<file path="src/hw/rtl/mrrc_pkg.sv">
package mrrc_pkg;

    // Item kinds
    localparam logic KIND_CMD  = 1'b0;
    localparam logic KIND_TICK = 1'b1;

    // Direction codes
    localparam logic [1:0] DIR_STOP     = 2'd0;
    localparam logic [1:0] DIR_FORWARD  = 2'd1;
    localparam logic [1:0] DIR_BACKWARD = 2'd2;
    localparam logic [1:0] DIR_INVALID  = 2'd3;

    // Mode codes as driven on the result channel
    localparam logic [1:0] MODE_CODE_IDLE     = 2'd0;
    localparam logic [1:0] MODE_CODE_CHANGING = 2'd1;
    localparam logic [1:0] MODE_CODE_RUNNING  = 2'd2;

    // Configuration register indexes
    localparam int unsigned CFG_INDEX_W = 2;
    localparam logic [CFG_INDEX_W-1:0] REG_RAMP_STEP = 2'd0;
    localparam logic [CFG_INDEX_W-1:0] REG_DEAD_TIME = 2'd1;

    localparam logic [7:0] RAMP_STEP_RESET = 8'd1;
    localparam logic [7:0] DEAD_TIME_RESET = 8'd1;
    localparam logic [7:0] DUTY_MAX        = 8'd100;
    localparam logic [7:0] COUNT_MAX       = 8'd255;

    typedef enum logic [2:0] {
        MODE_IDLE     = 3'b001,
        MODE_CHANGING = 3'b010,
        MODE_RUNNING  = 3'b100
    } mode_t;

    typedef struct packed {
        logic       kind;
        logic [7:0] duty;
        logic [1:0] direction;
    } cmd_item_t;

    typedef struct packed {
        logic [6:0] pwm_duty;
        logic       dir_level;
        logic [1:0] mode;
    } res_item_t;

    typedef struct packed {
        logic [7:0] ramp_step;
        logic [7:0] dead_time_ticks;
    } cfg_t;

endpackage

</file>
<file path="src/hw/rtl/mrrc_ifs.sv">
interface mrrc_item_if;
    logic       valid;
    logic       ready;
    logic       kind;
    logic [7:0] duty;
    logic [1:0] direction;

    modport source (output valid, kind, duty, direction, input ready);
    modport sink   (input valid, kind, duty, direction, output ready);
endinterface

interface mrrc_result_if;
    logic       valid;
    logic       ready;
    logic [6:0] pwm_duty;
    logic       dir_level;
    logic [1:0] mode;

    modport source (output valid, pwm_duty, dir_level, mode, input ready);
    modport sink   (input valid, pwm_duty, dir_level, mode, output ready);
endinterface

interface mrrc_cfg_if;
    logic       valid;
    logic       ready;
    logic [1:0] index;
    logic [7:0] data;

    modport source (output valid, index, data, input ready);
    modport sink   (input valid, index, data, output ready);
endinterface

</file>
<file path="src/hw/rtl/motor_ramp_reversal_controller_unit.sv">
// Channel | Dir  | Beat contents
// --------+------+------------------------------------------------
// item    | in   | kind, duty, direction (command or update tick)
// result  | out  | pwm_duty, dir_level, mode (one per item)
// cfg     | in   | index, data (ramp_step = 0, dead_time_ticks = 1)
//
// One item per clock sustained while the result side is ready. An accepted item is
// held in the input register, then goes through the update logic into the result
// register, which drives result valid. The state registers update as the item
// leaves the input register, so the next item sees them in the following cycle.
// Reset clears the state to idle, speed zero, direction stop. A stalled result
// holds the input stage; cfg is always ready.
module motor_ramp_reversal_controller_unit (
    input  logic          clk,
    input  logic          rst_n,
    mrrc_item_if.sink     item,
    mrrc_result_if.source result,
    mrrc_cfg_if.sink      cfg
);
    import mrrc_pkg::*;

    logic      in_valid_reg, in_valid_next;
    cmd_item_t in_item_reg;
    logic      out_valid_reg, out_valid_next;
    res_item_t out_item_reg;

    logic      advance;
    logic      in_accept;
    cfg_t      cfg_cur;
    res_item_t core_res;

    // Move the held item on when the result register is free
    assign advance   = in_valid_reg && (!out_valid_reg || result.ready);
    assign item.ready = !in_valid_reg || advance;
    assign in_accept = item.valid && item.ready;

    assign cfg.ready = 1'b1;

    mrrc_cfg_regs u_cfg_regs (
        .clk      (clk),
        .rst_n    (rst_n),
        .wr_en    (cfg.valid),
        .wr_index (cfg.index),
        .wr_data  (cfg.data),
        .cfg      (cfg_cur)
    );

    mrrc_ctrl_core u_ctrl_core (
        .clk     (clk),
        .rst_n   (rst_n),
        .advance (advance),
        .item    (in_item_reg),
        .cfg     (cfg_cur),
        .res     (core_res)
    );

    always_comb
    begin
        in_valid_next = in_accept ? 1'b1 : (advance ? 1'b0 : in_valid_reg);
        out_valid_next = advance ? 1'b1 : (result.ready ? 1'b0 : out_valid_reg);
    end

    // Control flags
    always_ff @(posedge clk or negedge rst_n)
    begin
        if (!rst_n)
        begin
            in_valid_reg  <= 1'b0;
            out_valid_reg <= 1'b0;
        end
        else
        begin
            in_valid_reg  <= in_valid_next;
            out_valid_reg <= out_valid_next;
        end
    end

    // Payload registers: capture the input beat, load the result beat
    always_ff @(posedge clk)
    begin
        if (in_accept)
        begin
            in_item_reg.kind      <= item.kind;
            in_item_reg.duty      <= item.duty;
            in_item_reg.direction <= item.direction;
        end
        if (advance)
        begin
            out_item_reg <= core_res;
        end
    end

    assign result.valid     = out_valid_reg;
    assign result.pwm_duty  = out_item_reg.pwm_duty;
    assign result.dir_level = out_item_reg.dir_level;
    assign result.mode      = out_item_reg.mode;

    // Duty never leaves 0..100
    a_duty_range: assert property (@(posedge clk) disable iff (!rst_n)
        result.valid |-> (result.pwm_duty <= DUTY_MAX[6:0]))
        else $error("pwm_duty above limit");

    // PWM stays off while the direction is changing
    a_dead_pwm_off: assert property (@(posedge clk) disable iff (!rst_n)
        (result.valid && (result.mode == MODE_CODE_CHANGING)) |-> (result.pwm_duty == 7'd0))
        else $error("pwm active during dead time");

    // A held item is never dropped while the result side stalls
    a_hold_item: assert property (@(posedge clk) disable iff (!rst_n)
        (in_valid_reg && !advance) |=> in_valid_reg)
        else $error("input item lost");

endmodule

</file>
<file path="src/hw/rtl/mrrc_cfg_regs.sv">
module mrrc_cfg_regs (
    input  logic                               clk,
    input  logic                               rst_n,
    input  logic                               wr_en,
    input  logic [mrrc_pkg::CFG_INDEX_W-1:0]   wr_index,
    input  logic [7:0]                         wr_data,
    output mrrc_pkg::cfg_t                     cfg
);
    import mrrc_pkg::*;

    cfg_t cfg_reg;
    cfg_t cfg_next;

    // Decode the write beat; unknown indexes are dropped
    always_comb
    begin
        cfg_next = cfg_reg;
        if (wr_en)
        begin
            unique case (wr_index)
                REG_RAMP_STEP: cfg_next.ramp_step       = wr_data;
                REG_DEAD_TIME: cfg_next.dead_time_ticks = wr_data;
                default:       cfg_next                 = cfg_reg;
            endcase
        end
    end

    always_ff @(posedge clk or negedge rst_n)
    begin
        if (!rst_n)
        begin
            cfg_reg.ramp_step       <= RAMP_STEP_RESET;
            cfg_reg.dead_time_ticks <= DEAD_TIME_RESET;
        end
        else
        begin
            cfg_reg <= cfg_next;
        end
    end

    assign cfg = cfg_reg;

endmodule

</file>
<file path="src/hw/rtl/mrrc_ctrl_core.sv">
module mrrc_ctrl_core (
    input  logic                  clk,
    input  logic                  rst_n,
    input  logic                  advance,
    input  mrrc_pkg::cmd_item_t   item,
    input  mrrc_pkg::cfg_t        cfg,
    output mrrc_pkg::res_item_t   res
);
    import mrrc_pkg::*;

    mode_t      mode_reg,   mode_next;
    logic [7:0] cur_reg,    cur_next;
    logic [7:0] tgt_reg,    tgt_next;
    logic [1:0] cdir_reg,   cdir_next;
    logic [1:0] tdir_reg,   tdir_next;
    logic [7:0] dead_reg,   dead_next;
    logic       pin_reg,    pin_next;
    logic [6:0] pwm_reg,    pwm_next;

    logic [1:0] cmd_dir;
    logic [8:0] ramp_sum;
    logic [8:0] ramp_diff;
    logic [7:0] ramp_speed;
    logic [6:0] ramp_pwm;

    // Fold the unused direction code onto stop
    assign cmd_dir = (item.direction == DIR_INVALID) ? DIR_STOP : item.direction;

    // One ramp step toward the target, landing exactly on it
    assign ramp_sum  = {1'b0, cur_reg} + {1'b0, cfg.ramp_step};
    assign ramp_diff = {1'b0, cur_reg} - {1'b0, cfg.ramp_step};

    always_comb
    begin
        priority if (cur_reg < tgt_reg)
        begin
            ramp_speed = (ramp_sum > {1'b0, tgt_reg}) ? tgt_reg : ramp_sum[7:0];
        end
        else if (ramp_diff[8] || (ramp_diff[7:0] < tgt_reg))
        begin
            ramp_speed = tgt_reg;
        end
        else
        begin
            ramp_speed = ramp_diff[7:0];
        end
        ramp_pwm = (ramp_speed > DUTY_MAX) ? DUTY_MAX[6:0] : ramp_speed[6:0];
    end

    // Next state for the item at the head of the input stage
    always_comb
    begin
        mode_next = mode_reg;
        cur_next  = cur_reg;
        tgt_next  = tgt_reg;
        cdir_next = cdir_reg;
        tdir_next = tdir_reg;
        dead_next = dead_reg;
        pin_next  = pin_reg;
        pwm_next  = pwm_reg;
        if (item.kind == KIND_CMD)
        begin
            tgt_next  = item.duty;
            tdir_next = cmd_dir;
            if (cdir_reg != cmd_dir)
            begin
                if (mode_reg != MODE_CHANGING)
                begin
                    pwm_next  = '0;
                    cur_next  = '0;
                    mode_next = MODE_CHANGING;
                    dead_next = '0;
                end
            end
            else
            begin
                mode_next = MODE_RUNNING;
            end
        end
        else
        begin
            unique case (mode_reg)
                MODE_CHANGING:
                begin
                    priority if (dead_reg >= cfg.dead_time_ticks)
                    begin
                        if (tdir_reg == DIR_FORWARD)
                            pin_next = 1'b1;
                        else if (tdir_reg == DIR_BACKWARD)
                            pin_next = 1'b0;
                        cdir_next = tdir_reg;
                        mode_next = MODE_RUNNING;
                    end
                    else if (dead_reg != COUNT_MAX)
                    begin
                        dead_next = dead_reg + 8'd1;
                    end
                    else
                    begin
                        dead_next = dead_reg;
                    end
                end
                MODE_RUNNING:
                begin
                    if (cur_reg != tgt_reg)
                    begin
                        cur_next = ramp_speed;
                        pwm_next = ramp_pwm;
                    end
                end
                MODE_IDLE:
                begin
                    mode_next = mode_reg;
                end
                default:
                begin
                    mode_next = mode_reg;
                end
            endcase
        end
    end

    // Commit the state when the item moves on
    always_ff @(posedge clk or negedge rst_n)
    begin
        if (!rst_n)
        begin
            mode_reg <= MODE_IDLE;
            cur_reg  <= '0;
            tgt_reg  <= '0;
            cdir_reg <= DIR_STOP;
            tdir_reg <= DIR_STOP;
            dead_reg <= '0;
            pin_reg  <= 1'b0;
            pwm_reg  <= '0;
        end
        else if (advance)
        begin
            mode_reg <= mode_next;
            cur_reg  <= cur_next;
            tgt_reg  <= tgt_next;
            cdir_reg <= cdir_next;
            tdir_reg <= tdir_next;
            dead_reg <= dead_next;
            pin_reg  <= pin_next;
            pwm_reg  <= pwm_next;
        end
    end

    // Result reflects the state after the item
    always_comb
    begin
        res.pwm_duty  = pwm_next;
        res.dir_level = pin_next;
        unique case (mode_next)
            MODE_IDLE:     res.mode = MODE_CODE_IDLE;
            MODE_CHANGING: res.mode = MODE_CODE_CHANGING;
            MODE_RUNNING:  res.mode = MODE_CODE_RUNNING;
            default:       res.mode = MODE_CODE_IDLE;
        endcase
    end

endmodule
</file>
<file path="src/flat_wrapper.sv">
// flat-port wrapper written by rule: the top's interface ports become plain ports
module motor_ramp_reversal_controller_unit_flat import mrrc_pkg::*;
  (clk, rst_n, item_valid, item_kind, item_duty, item_direction, item_ready, result_valid, result_pwm_duty, result_dir_level, result_mode, result_ready, cfg_valid, cfg_index, cfg_data, cfg_ready);
  mrrc_item_if item_i ();
  mrrc_result_if result_i ();
  mrrc_cfg_if cfg_i ();
  input  logic clk;
  input  logic rst_n;
  input wire logic [$bits(item_i.valid)-1:0] item_valid;
  input wire logic [$bits(item_i.kind)-1:0] item_kind;
  input wire logic [$bits(item_i.duty)-1:0] item_duty;
  input wire logic [$bits(item_i.direction)-1:0] item_direction;
  output wire logic [$bits(item_i.ready)-1:0] item_ready;
  output wire logic [$bits(result_i.valid)-1:0] result_valid;
  output wire logic [$bits(result_i.pwm_duty)-1:0] result_pwm_duty;
  output wire logic [$bits(result_i.dir_level)-1:0] result_dir_level;
  output wire logic [$bits(result_i.mode)-1:0] result_mode;
  input wire logic [$bits(result_i.ready)-1:0] result_ready;
  input wire logic [$bits(cfg_i.valid)-1:0] cfg_valid;
  input wire logic [$bits(cfg_i.index)-1:0] cfg_index;
  input wire logic [$bits(cfg_i.data)-1:0] cfg_data;
  output wire logic [$bits(cfg_i.ready)-1:0] cfg_ready;
  assign item_i.valid = item_valid;
  assign item_i.kind = item_kind;
  assign item_i.duty = item_duty;
  assign item_i.direction = item_direction;
  assign item_ready = item_i.ready;
  assign result_valid = result_i.valid;
  assign result_pwm_duty = result_i.pwm_duty;
  assign result_dir_level = result_i.dir_level;
  assign result_mode = result_i.mode;
  assign result_i.ready = result_ready;
  assign cfg_i.valid = cfg_valid;
  assign cfg_i.index = cfg_index;
  assign cfg_i.data = cfg_data;
  assign cfg_ready = cfg_i.ready;
  motor_ramp_reversal_controller_unit u_core (.clk(clk), .rst_n(rst_n), .item(item_i), .result(result_i), .cfg(cfg_i));
endmodule
</file>
<file path="config.mk">
export PLATFORM = sky130hd
export DESIGN_NAME = motor_ramp_reversal_controller_unit_flat
export DESIGN_NICKNAME = d
export VERILOG_FILES = /design/src/hw/rtl/mrrc_pkg.sv /design/src/hw/rtl/mrrc_ifs.sv /design/src/hw/rtl/motor_ramp_reversal_controller_unit.sv /design/src/hw/rtl/mrrc_cfg_regs.sv /design/src/hw/rtl/mrrc_ctrl_core.sv /design/src/flat_wrapper.sv
export SDC_FILE = /design/constraint.sdc
export NUM_CORES = 1
export LEC_CHECK = 0
export BUFFER_PORTS_ARGS = -buffer_cell sky130_fd_sc_hd__buf_2
export CAP_MARGIN = 20
export CORE_MARGIN = 1
export CORE_UTILIZATION = 30
export CTS_BUF_LIST = sky130_fd_sc_hd__clkbuf_16
export DETAILED_ROUTE_END_ITERATION = 6
export HOLD_SLACK_MARGIN = 0.02
export SLEW_MARGIN = 25
export SYNTH_ARGS = -nofsm -noshare
export SYNTH_HDL_FRONTEND = slang
export SYNTH_SLANG_ARGS = --single-unit
</file>
<file path="constraint.sdc">
create_clock -name clk -period 5.5 [get_ports clk]
set_input_delay 0.275 -clock clk [delete_from_list [all_inputs] [get_ports clk]]
set_output_delay 0.275 -clock clk [all_outputs]
set_load 0.01 [all_outputs]
</file>
==> impl_metrics.py, run 1 <==
metrics = {
    "logic_synthesis": {
        "yosysMostFrequentCell": "dfrtp_1",
        "synth_top_cell_area_share_pct": 27.5,
        "synth_top_cells_by_area": "dfrtp_1, edfxtp_1, ha_1, o21ai_0, nand2_1",
        "yosys_warnings": 0,
        "synth_common_cells": "dfrtp_1, o21ai_0, nand2_1",
        "synth.distinct_cells": 65,
        "synth_edf_count": 21,
        "syn_area_um2": 4910,
        "synth.largest_area_cell": "dfrtp_1",
        "yosysSeqAreaShare_pct": 42.0,
        "syn_nets": 578,
        "synth.ff_latch_count": 78,
        "syn_inst": 502,
        "async_flop_share_pct": 73.1,
        "postSynth.topFlopCell": "dfrtp_1",
        "syn_avg_cell_area_um2": 9.78,
    },
    "critical_path": {
        "critPathCaptureType": "flip-flop",
        "cp_data_arrival_time_ns": 4.91,
        "cp.required_ns": 5.70,
        "startpoint_type": "flip-flop",
        "path_class": "reg2reg",
        "ff2ff_path_depth": 16,
        "path_max_fanout": 10,
    },
    "grt": {
        "grt_overflow": 0,
        "grt_usage_pct": 15.0,
        "grt_max_degree": 58,
        "grt_pass1_wl_mm": 19.4,
        "grt_pass1_vias": 3730,
        "antenna_found_initial": 0,
    },
    "routing": {
        "dr.pass1.iters": 5,
        "first_iter_violations": 392,
        "vias": 3996,
        "drt-wirelength-per-cell_um": 16.0,
        "drc": 0,
        "wl_mm": 12.1,
        "ant_nets": 0,
        "viasPerCell": 5.28,
    },
    "floorplanning": {
        "start_util_pct": 30.8,
        "ios": 39,
        "core_um2": 15900,
        "fp.dieH_um": 130,
        "die_w_um": 130,
        "rows": 46,
        "dieArea_um2": 16900,
    },
    "power_and_ir_drop": {
        "p_per_area_nw_per_um2": 563,
        "leakagePower_nw": 2.42,
        "share_comb_of_total_power_pct": 56.6,
        "peakVddDrop_uv": 273,
        "power.internal_mw": 1.72,
        "p_switching_mw": 1.42,
        "p_sw_share_pct": 45.1,
        "pwr-share-seq_pct": 26.5,
        "clkPwrFrac_pct": 16.9,
    },
    "timing": {
        "finalCriticalPeriod_ns": 4.71,
        "rsz0062_at_grt": "no",
        "finalCritPeriodShare_pct": 85.6,
        "fmax_mhz": 212,
        "slew_headroom_pct": 32.3,
        "slew_violations": 0,
        "setup_viol_count_final": 0,
        "worst_clock_skew_ns": 0.00973,
        "finalHoldViolCount": 0,
        "hold_ws_ns": 0.0756,
        "tightest_slew_ns": 1.00,
        "fin_setup_tns_ns": 0,
    },
    "layout": {
        "layout.cells.non_filler": 757,
        "drive_above_1_share_pct": 14.0,
        "fill_cells": 1595,
        "nNetsFinal": 612,
        "multi_input_area_um2": 2650,
        "area_delta_synth_final_pct": 13.4,
        "antenna_cells": 0,
        "largest_reg_flops": 16,
        "regArea_um2": 2060,
    },
    "placed_design": {
        "io_buffers": 37,
        "place_congestion": 0.874,
        "dp_cells": 740,
        "dp_hpwl_mm": 9.20,
    },
    "status": {
        "run_status": "completed",
    },
    "flow_run": {
        "drv_cap": 0,
    },
    "clock_tree": {
        "post_cts_buffers": 0,
        "insertion_delay_ns": 0.34,
        "cts_hold_buffers": 0,
        "cts_buffer_depth": 2,
        "clkSinkCount": 78,
        "cts_resized": 0,
        "h-tree-depth": 3,
        "cts-root-buf": "clkbuf_16",
        "numCtsBuffers": 9,
        "cts_tree": "yes",
        "clkTransAtPathRegs_ns": 0.06,
    },
    "hold_path": {
        "hold_class": "in2async",
    },
}
logic make-up after synthesis:
kind of cell	share of synthesized area, %
AO/OA/AOI/OAI	21.8
XOR/XNOR	1.96
adder cells (fa/ha/maj)	13.0
buffers and inverters	4.15
flip-flops	42.0
multiplexers	2.52
other	0.0764
AND/OR/NAND/NOR	14.5
power by group through the flow:
stage	Clock [mW]	Combinational (mW)	Sequential, mW
3_3_place_gp	0	1.69	0.840
6_report	0.530	1.77	0.832
5_1_grt	0.564	1.97	0.848
3_5_place_dp	0	1.73	0.843
2_1_floorplan	0	1.30	0.810
4_1_cts	0.544	1.74	0.832
routing by layer:
metal	vias up	part of all wire, %	wire length (µm)	track usage (%)
li1	1917	-	-	-
met1	1970	45	5500	19.3
met5	-	0	0	0
met4	0	1.8	218	4.79
met2	87	48	5850	24.8
met3	22	4.4	533	3.94
cell type report:
cell class                      instances  area share (%)
Sequential cell                        78            37.0
Inverter                               34            2.29
Timing Repair Buffer                   40            3.69
Clock buffer                            9            4.04
Tap cell                              216            4.85
Clock inverter                          7           0.562
Multi-Input combinational cell        373            47.6
layout by cell type, fill, tap and decap left out, types with 5 or more instances in the layout:
master      n
nand4_1     9
o211ai_1    7
o22ai_1     8
a21o_1      9
o21ai_0    52
nand3b_1    5
and3_1      5
edfxtp_1   21
o31ai_1     9
xnor2_1     7
inv_1      33
nor2_1     17
buf_2      38
a21oi_1    23
or3_1       9
and2_1      6
ha_1       48
dfrtp_1    54
nand3_1     7
nand2_1    51
clkbuf_16   9
mux2_2     11
nand2b_1   13
critical path, cell delays in order, from the launching register on:
cell      delay, ns
dfstp_2        0.54
ha_1           0.17
inv_1          0.06
fa_1           0.42
a211oi_1       0.30
o21ai_0        0.14
a21oi_1        0.18
xnor2_1        0.17
ha_1           0.30
a21o_1         0.20
a221oi_1       0.29
o21ai_0        0.18
o211ai_1       0.37
o21ai_0        0.35
o221a_2        0.37
a2111o_1       0.41
a21oi_2        0.13
per-stage QoR:
| stage | util (%) | power, mW | worst slack, ns | instance area [µm²] |
|---|---|---|---|---|
| after global placement | 33.3 | 2.53 | 1.02 | 5300 |
| after global routing | 34.9 | 3.38 | 0.435 | 5570 |
| after CTS | 34.9 | 3.12 | 0.900 | 5560 |
| final | 34.9 | 3.14 | 0.791 | 5570 |
| after floorplan | - | 2.11 | 1.43 | 4910 |
| after detailed placement | 33.3 | 2.57 | 0.934 | 5300 |
path summary, 6_finish.rpt:
| path | from | endpoint | slack (ns) |
|---|---|---|---|
| setup / recovery | u_core.u_cfg_regs.cfg[8] | u_core.result.pwm_duty[4] | 0.79 |
| hold / removal | rst_n | u_core.u_ctrl_core.dead_reg[3] | 0.08 |
| setup reg to reg | u_core.u_cfg_regs.cfg[8] | u_core.result.pwm_duty[4] | 0.79 |
| hold reg to reg | u_core.in_item_reg[2] | u_core.u_ctrl_core.tgt_reg[0] | 0.46 |
| max in group asynchronous | rst_n | u_core.u_ctrl_core.tgt_reg[2] | 4.91 |
| min in group clk | item_duty[2] | u_core.in_item_reg[4] | 0.11 |
No activity file was read; power rests on OpenSTA's default activity.
==> inputs of run 2 (changes only) <==
--- a/config.mk
+++ b/config.mk
@@ -8,10 +8,11 @@
 export BUFFER_PORTS_ARGS = -buffer_cell sky130_fd_sc_hd__buf_2
 export CAP_MARGIN = 20
 export CORE_MARGIN = 1
-export CORE_UTILIZATION = 30
+export CORE_UTILIZATION = 48
 export CTS_BUF_LIST = sky130_fd_sc_hd__clkbuf_16
 export DETAILED_ROUTE_END_ITERATION = 6
 export HOLD_SLACK_MARGIN = 0.02
+export PLACE_DENSITY = 0.66
 export SLEW_MARGIN = 25
 export SYNTH_ARGS = -nofsm -noshare
 export SYNTH_HDL_FRONTEND = slang
==> run 2 against run 1 <==
- setup slack gained 0.033 ns
- maximum frequency up 0.70%
- first-iteration DRC count decreased by 51%
- utilization increased by 20 points
- critical path type unchanged
- largest cell class unchanged
==> impl_metrics.py, run 2 (synthesized netlist as in run 1, its figures left out) <==
metrics = {
    "status": {
        "run_status": "completed",
    },
    "critical_path": {
        "cp.required_ns": 5.57,
        "critPathCaptureType": "flip-flop",
        "startpoint_type": "flip-flop",
        "cp_data_arrival_time_ns": 4.75,
        "path_max_fanout": 10,
        "path_class": "reg2reg",
    },
    "grt": {
        "grt_max_degree": 58,
        "grt_usage_pct": 23.7,
        "antenna_found_initial": 0,
        "grt_util_met2_pct": 36.9,
        "use_met1_pct": 32.4,
        "use_met3_pct": 4.14,
        "grt-busiest-layer": "met2",
        "grt_overflow": 0,
        "grt_pass1_vias": 3734,
        "grt_pass1_wl_mm": 18.8,
    },
    "placed_design": {
        "place_congestion": 0.909,
        "dp_hpwl_mm": 8.69,
        "io_buffers": 37,
    },
    "layout": {
        "antenna_cells": 0,
        "nNetsFinal": 611,
        "utilization_pct": 55.3,
        "multi_input_area_um2": 2650,
        "fill_cells": 874,
        "regArea_um2": 2060,
        "area_delta_synth_final_pct": 11.2,
        "final_common_cell": "dfrtp_1",
        "drive_above_1_share_pct": 13.5,
        "largest_reg_flops": 16,
        "most-common-layout-cells": "dfrtp_1, o21ai_0, nand2_1",
    },
    "clock_tree": {
        "cts_resized": 0,
        "cts_tree": "yes",
        "post_cts_buffers": 0,
        "clkTransAtPathRegs_ns": 0.06,
        "insertion_delay_ns": 0.34,
        "cts_buffer_depth": 2,
        "cts_hold_buffers": 0,
        "clkSinkCount": 78,
        "cts-root-buf": "clkbuf_16",
        "numCtsBuffers": 9,
        "h-tree-depth": 3,
    },
    "timing": {
        "finalHoldViolCount": 0,
        "finalCriticalPeriod_ns": 4.68,
        "tightest_slew_ns": 1.01,
        "slew_headroom_pct": 32.7,
        "finalCritPeriodShare_pct": 85.0,
        "rsz0062_at_grt": "no",
        "fin_setup_tns_ns": 0,
        "worst_clock_skew_ns": 0.00654,
        "fmax_mhz": 214,
        "slew_violations": 0,
        "setup_viol_count_final": 0,
    },
    "routing": {
        "drt-wirelength-per-cell_um": 17.4,
        "wl_mm": 11.7,
        "viasPerCell": 5.90,
        "first_iter_violations": 192,
        "vias": 3968,
        "dr.pass1.iters": 4,
        "ant_nets": 0,
        "drc": 0,
    },
    "flow_run": {
        "drv_cap": 0,
    },
    "floorplanning": {
        "die_w_um": 103,
        "dieArea_um2": 10600,
        "rows": 36,
        "start_util_pct": 49.8,
        "ios": 39,
        "fp.dieH_um": 103,
        "core_um2": 9860,
    },
    "power_and_ir_drop": {
        "p_switching_mw": 1.39,
        "peakVddDrop_uv": 266,
        "clkPwrFrac_pct": 16.8,
        "leakagePower_nw": 2.43,
        "share_comb_of_total_power_pct": 56.3,
        "p_sw_share_pct": 44.8,
        "p_per_area_nw_per_um2": 570,
        "pwr-share-seq_pct": 26.9,
        "power.internal_mw": 1.72,
    },
    "hold_path": {
        "hold_class": "in2async",
    },
}
[run 2: cell types whose count changed in the layout (fill, tap and decap cells not counted), sizes merged]
cell / previous run / this run
clkinv: 8 / 2
inv: 33 / 38
buf: 40 / 39
clkinvlp: 0 / 1
[run 2: path summary, 6_finish.rpt]
path                                           from                              to  slack, ns  cells after the start
setup / recovery           u_core.u_cfg_regs.cfg[8]       u_core.result.pwm_duty[5]       0.82                     16
hold / removal                                rst_n  u_core.u_ctrl_core.dead_reg[2]       0.10                      2
setup reg to reg           u_core.u_cfg_regs.cfg[8]       u_core.result.pwm_duty[5]       0.82                     16
hold reg to reg               u_core.in_item_reg[2]   u_core.u_ctrl_core.tgt_reg[0]       0.44                      2
max in group asynchronous                     rst_n   u_core.u_ctrl_core.tgt_reg[6]       4.90                      2
min in group clk                       item_duty[7]           u_core.in_item_reg[9]       0.11                      1
[run 2: per-stage QoR]
stage	instance area (µm²)	total power [mW]	worst slack, ns	hold slack (ns)	cells
final	5460	3.11	0.824	0.102	673
after global routing	5460	3.33	0.520	0.0954	673
after CTS	5460	3.09	0.894	0.0998	673
after detailed placement	5200	2.55	0.939	0.430	657
after global placement	5200	2.51	1.05	0.424	657
after floorplan	4910	2.11	1.43	-0.0206	502
[run 2: layer usage]
metal  share of wire [%]  vias up
met5                   0        -
met4                 2.8        0
met3                 4.3       23
met2                  46       95
met1                  47     1929
li1                    -     1921
[run 2: power groups by stage]
stage	Clock [mW]	Combinational (mW)	Sequential, mW
final	0.522	1.75	0.838
after global routing	0.557	1.92	0.854
after CTS	0.531	1.72	0.835
after floorplan	0	1.30	0.810
after detailed placement	0	1.70	0.843
after global placement	0	1.67	0.842
[run 2: critical path, cell delays in order, from the launching register on]
cell      delay [ns]
dfstp_2         0.54
ha_1            0.17
inv_1           0.06
fa_1            0.41
a211oi_1        0.28
o21ai_0         0.13
a21oi_1         0.18
xnor2_1         0.17
ha_1            0.30
a21o_1          0.19
a221oi_1        0.29
o21ai_0         0.17
o211ai_1        0.38
o21ai_0         0.36
o221a_2         0.38
o31ai_1         0.28
o21ai_0         0.11
[run 2: layout make-up]
cell class / count / area share, %
timing repair buffer: 39 / 3.67
sequential: 78 / 37.7
inverter: 34 / 2.34
multi-input combinational: 373 / 48.5
tap: 133 / 3.05
clock buffer: 9 / 4.13
clock inverter: 7 / 0.573
==> inputs of run 3 (changes only) <==
--- a/config.mk
+++ b/config.mk
@@ -5,14 +5,15 @@
 export SDC_FILE = /design/constraint.sdc
 export NUM_CORES = 1
 export LEC_CHECK = 0
-export BUFFER_PORTS_ARGS = -buffer_cell sky130_fd_sc_hd__buf_2
 export CAP_MARGIN = 20
 export CORE_MARGIN = 1
 export CORE_UTILIZATION = 48
 export CTS_BUF_LIST = sky130_fd_sc_hd__clkbuf_16
 export DETAILED_ROUTE_END_ITERATION = 6
+export DONT_BUFFER_PORTS = 1
 export HOLD_SLACK_MARGIN = 0.02
-export PLACE_DENSITY = 0.66
+export MAX_ROUTING_LAYER = met4
+export PLACE_DENSITY = 0.67
 export SLEW_MARGIN = 25
 export SYNTH_ARGS = -nofsm -noshare
 export SYNTH_HDL_FRONTEND = slang
==> run 3 against run 2 <==
- via count shrank 2.3%
- critical endpoint is now u_core.result.pwm_duty[0]
- largest power group unchanged
- highest routed layer unchanged
- combinational power about the same
- design area rose by 1.4%
- hold slack worse by 0.056 ns
==> impl_metrics.py, run 3 (synthesized netlist as in run 1, its figures left out) <==
metrics = {
    "status": {
        "run_status": "completed",
    },
    "layout": {
        "antenna_cells": 0,
        "area_delta_synth_final_pct": 12.7,
        "most-common-layout-cells": "dfrtp_1, o21ai_0, nand2_1",
        "drive_above_1_share_pct": 8.16,
        "final_common_cell": "dfrtp_1",
        "nNetsFinal": 586,
        "largest_reg_flops": 16,
        "layout.cells.non_filler": 648,
        "fill_cells": 853,
    },
    "routing": {
        "drt-wirelength-per-cell_um": 17.7,
        "wl_met1_mm": 5.27,
        "route.met3.wl_um": 587,
        "dr.pass1.iters": 7,
        "viasPerCell": 5.98,
        "wl_mm": 11.5,
        "dr.max_layer_used": "met4",
        "first_iter_violations": 286,
        "drc": 0,
        "dr_wl_met2_mm": 5.44,
        "ant_nets": 0,
        "vias": 3877,
    },
    "floorplanning": {
        "die_w_um": 103,
        "rows": 36,
        "ios": 39,
        "fp.dieH_um": 103,
        "start_util_pct": 49.8,
        "dieArea_um2": 10600,
        "core_um2": 9860,
    },
    "grt": {
        "grt_pass1_wl_mm": 18.4,
        "grt_usage_pct": 23.9,
        "grt_pass1_vias": 3598,
        "grt_overflow": 0,
        "antenna_found_initial": 0,
        "grt_max_degree": 58,
    },
    "clock_tree": {
        "numCtsBuffers": 9,
        "insertion_delay_ns": 0.35,
        "cts_buffer_depth": 2,
        "clkTransAtPathRegs_ns": 0.07,
        "cts_tree": "yes",
        "cts-root-buf": "clkbuf_16",
        "clkSinkCount": 78,
        "h-tree-depth": 3,
    },
    "power_and_ir_drop": {
        "leakagePower_nw": 2.38,
        "p_per_area_nw_per_um2": 598,
        "peakVddDrop_uv": 325,
    },
    "placed_design": {
        "dp_cells": 619,
        "dp_hpwl_mm": 8.43,
        "place_congestion": 0.929,
        "io_buffers": 0,
    },
    "timing": {
        "setup_viol_count_final": 0,
        "slew_violations": 0,
        "finalCriticalPeriod_ns": 4.72,
        "tightest_slew_ns": 1.00,
        "finalHoldViolCount": 0,
        "fmax_mhz": 212,
        "finalCritPeriodShare_pct": 85.9,
        "slew_headroom_pct": 32.9,
        "fin_setup_tns_ns": 0,
        "rsz0062_at_grt": "no",
        "worst_clock_skew_ns": 0.00853,
    },
    "critical_path": {
        "cp_top_family": "compound AO/OA/AOI/OAI gates",
        "cp_slowest_stage_delay_ns": 0.55,
        "path_class": "reg2reg",
        "critPathCaptureType": "flip-flop",
        "startpoint_type": "flip-flop",
        "crit_buf_inv": 1,
        "cp.required_ns": 5.66,
        "path_cells": "ha_1, inv_1, fa_1, a211oi_1, o21ai_0, a21oi_1, xnor2_1, ha_1, a21o_1, a221oi_1, o21ai_0, o211ai_1, o211ai_1, a222oi_1, o31ai_2, o31ai_1",
        "cp_data_arrival_time_ns": 4.88,
        "path_max_fanout": 10,
        "crit_slowest_cell": "a222oi_1",
    },
    "flow_run": {
        "drv_cap": 0,
    },
    "hold_path": {
        "hold_class": "in2reg",
    },
}
run 3: changes by cell type in the layout (fill, tap and decap cells not counted), moves of 4 or more:
| cell | previous run | this run |
|---|---|---|
| bufinv_16 | 0 | 4 |
| buf_2 | 37 | 0 |
| inv_1 | 38 | 33 |
| dlygate4sd3_1 | 0 | 12 |
run 3: cell type report:
class                           instances  area (µm²)  area share (%)
Clock buffer                            9         225            4.07
Multi-Input combinational cell        373        2660            48.0
Inverter                               34         128            2.31
Tap cell                              133         166            3.01
Sequential cell                        78        2060            37.2
Timing Repair Buffer                   14         155            2.80
Clock inverter                          7         145            2.62
run 3: final timing paths:
path,start,end,slack [ns],depth (start not counted)
max,u_core.u_cfg_regs.cfg[8],u_core.result.pwm_duty[0],0.78,16
min,item_valid,u_core.in_valid_reg,0.05,1
max reg2reg,u_core.u_cfg_regs.cfg[8],u_core.result.pwm_duty[0],0.78,16
min reg2reg,u_core.in_item_reg[4],u_core.u_ctrl_core.tgt_reg[2],0.45,2
max in group asynchronous,rst_n,u_core.u_ctrl_core.mode_reg[0],4.75,2
min in group asynchronous,rst_n,u_core.u_ctrl_core.dead_reg[6],0.46,2
run 3: repair_timing:
| item | 4_1_cts | 5_1_grt |
|---|---|---|
| endpoints found under the setup margin | 0 | 0 |
| gates resized for setup | 0 | 0 |
| endpoints found under the hold margin | 65 | 3 |
| buffers inserted | 0 | 0 |
| hold buffers | 10 | 3 |
run 3: power breakdown:
part,leakage (nW),switching [mW],internal [mW],total (mW)
clock network,0.176,0.247,0.491,0.738
registers,0.911,0.123,0.723,0.847
logic,1.29,1.04,0.687,1.72
total,2.38,1.41,1.90,3.31
run 3: routing by layer:
layer,up-vias,track usage (%)
met5,-,-
met4,0,8.13
met3,17,4.95
met2,114,36.6
li1,1862,-
met1,1884,31.7
run 3: stage by stage:
step / util [%] / worst slack (ns) / power [mW] / hold slack, ns / instance area, µm²
CTS: 55.7 / 0.892 / 3.29 / 0.0209 / 5500
global placement: 50.8 / 1.06 / 2.47 / -0.0195 / 5010
floorplan: - / 1.43 / 2.11 / -0.0206 / 4910
finish: 56.1 / 0.778 / 3.31 / 0.0460 / 5540
detailed placement: 50.8 / 0.927 / 2.52 / -0.0196 / 5010
global route: 56.1 / 0.478 / 3.55 / 0.0362 / 5540
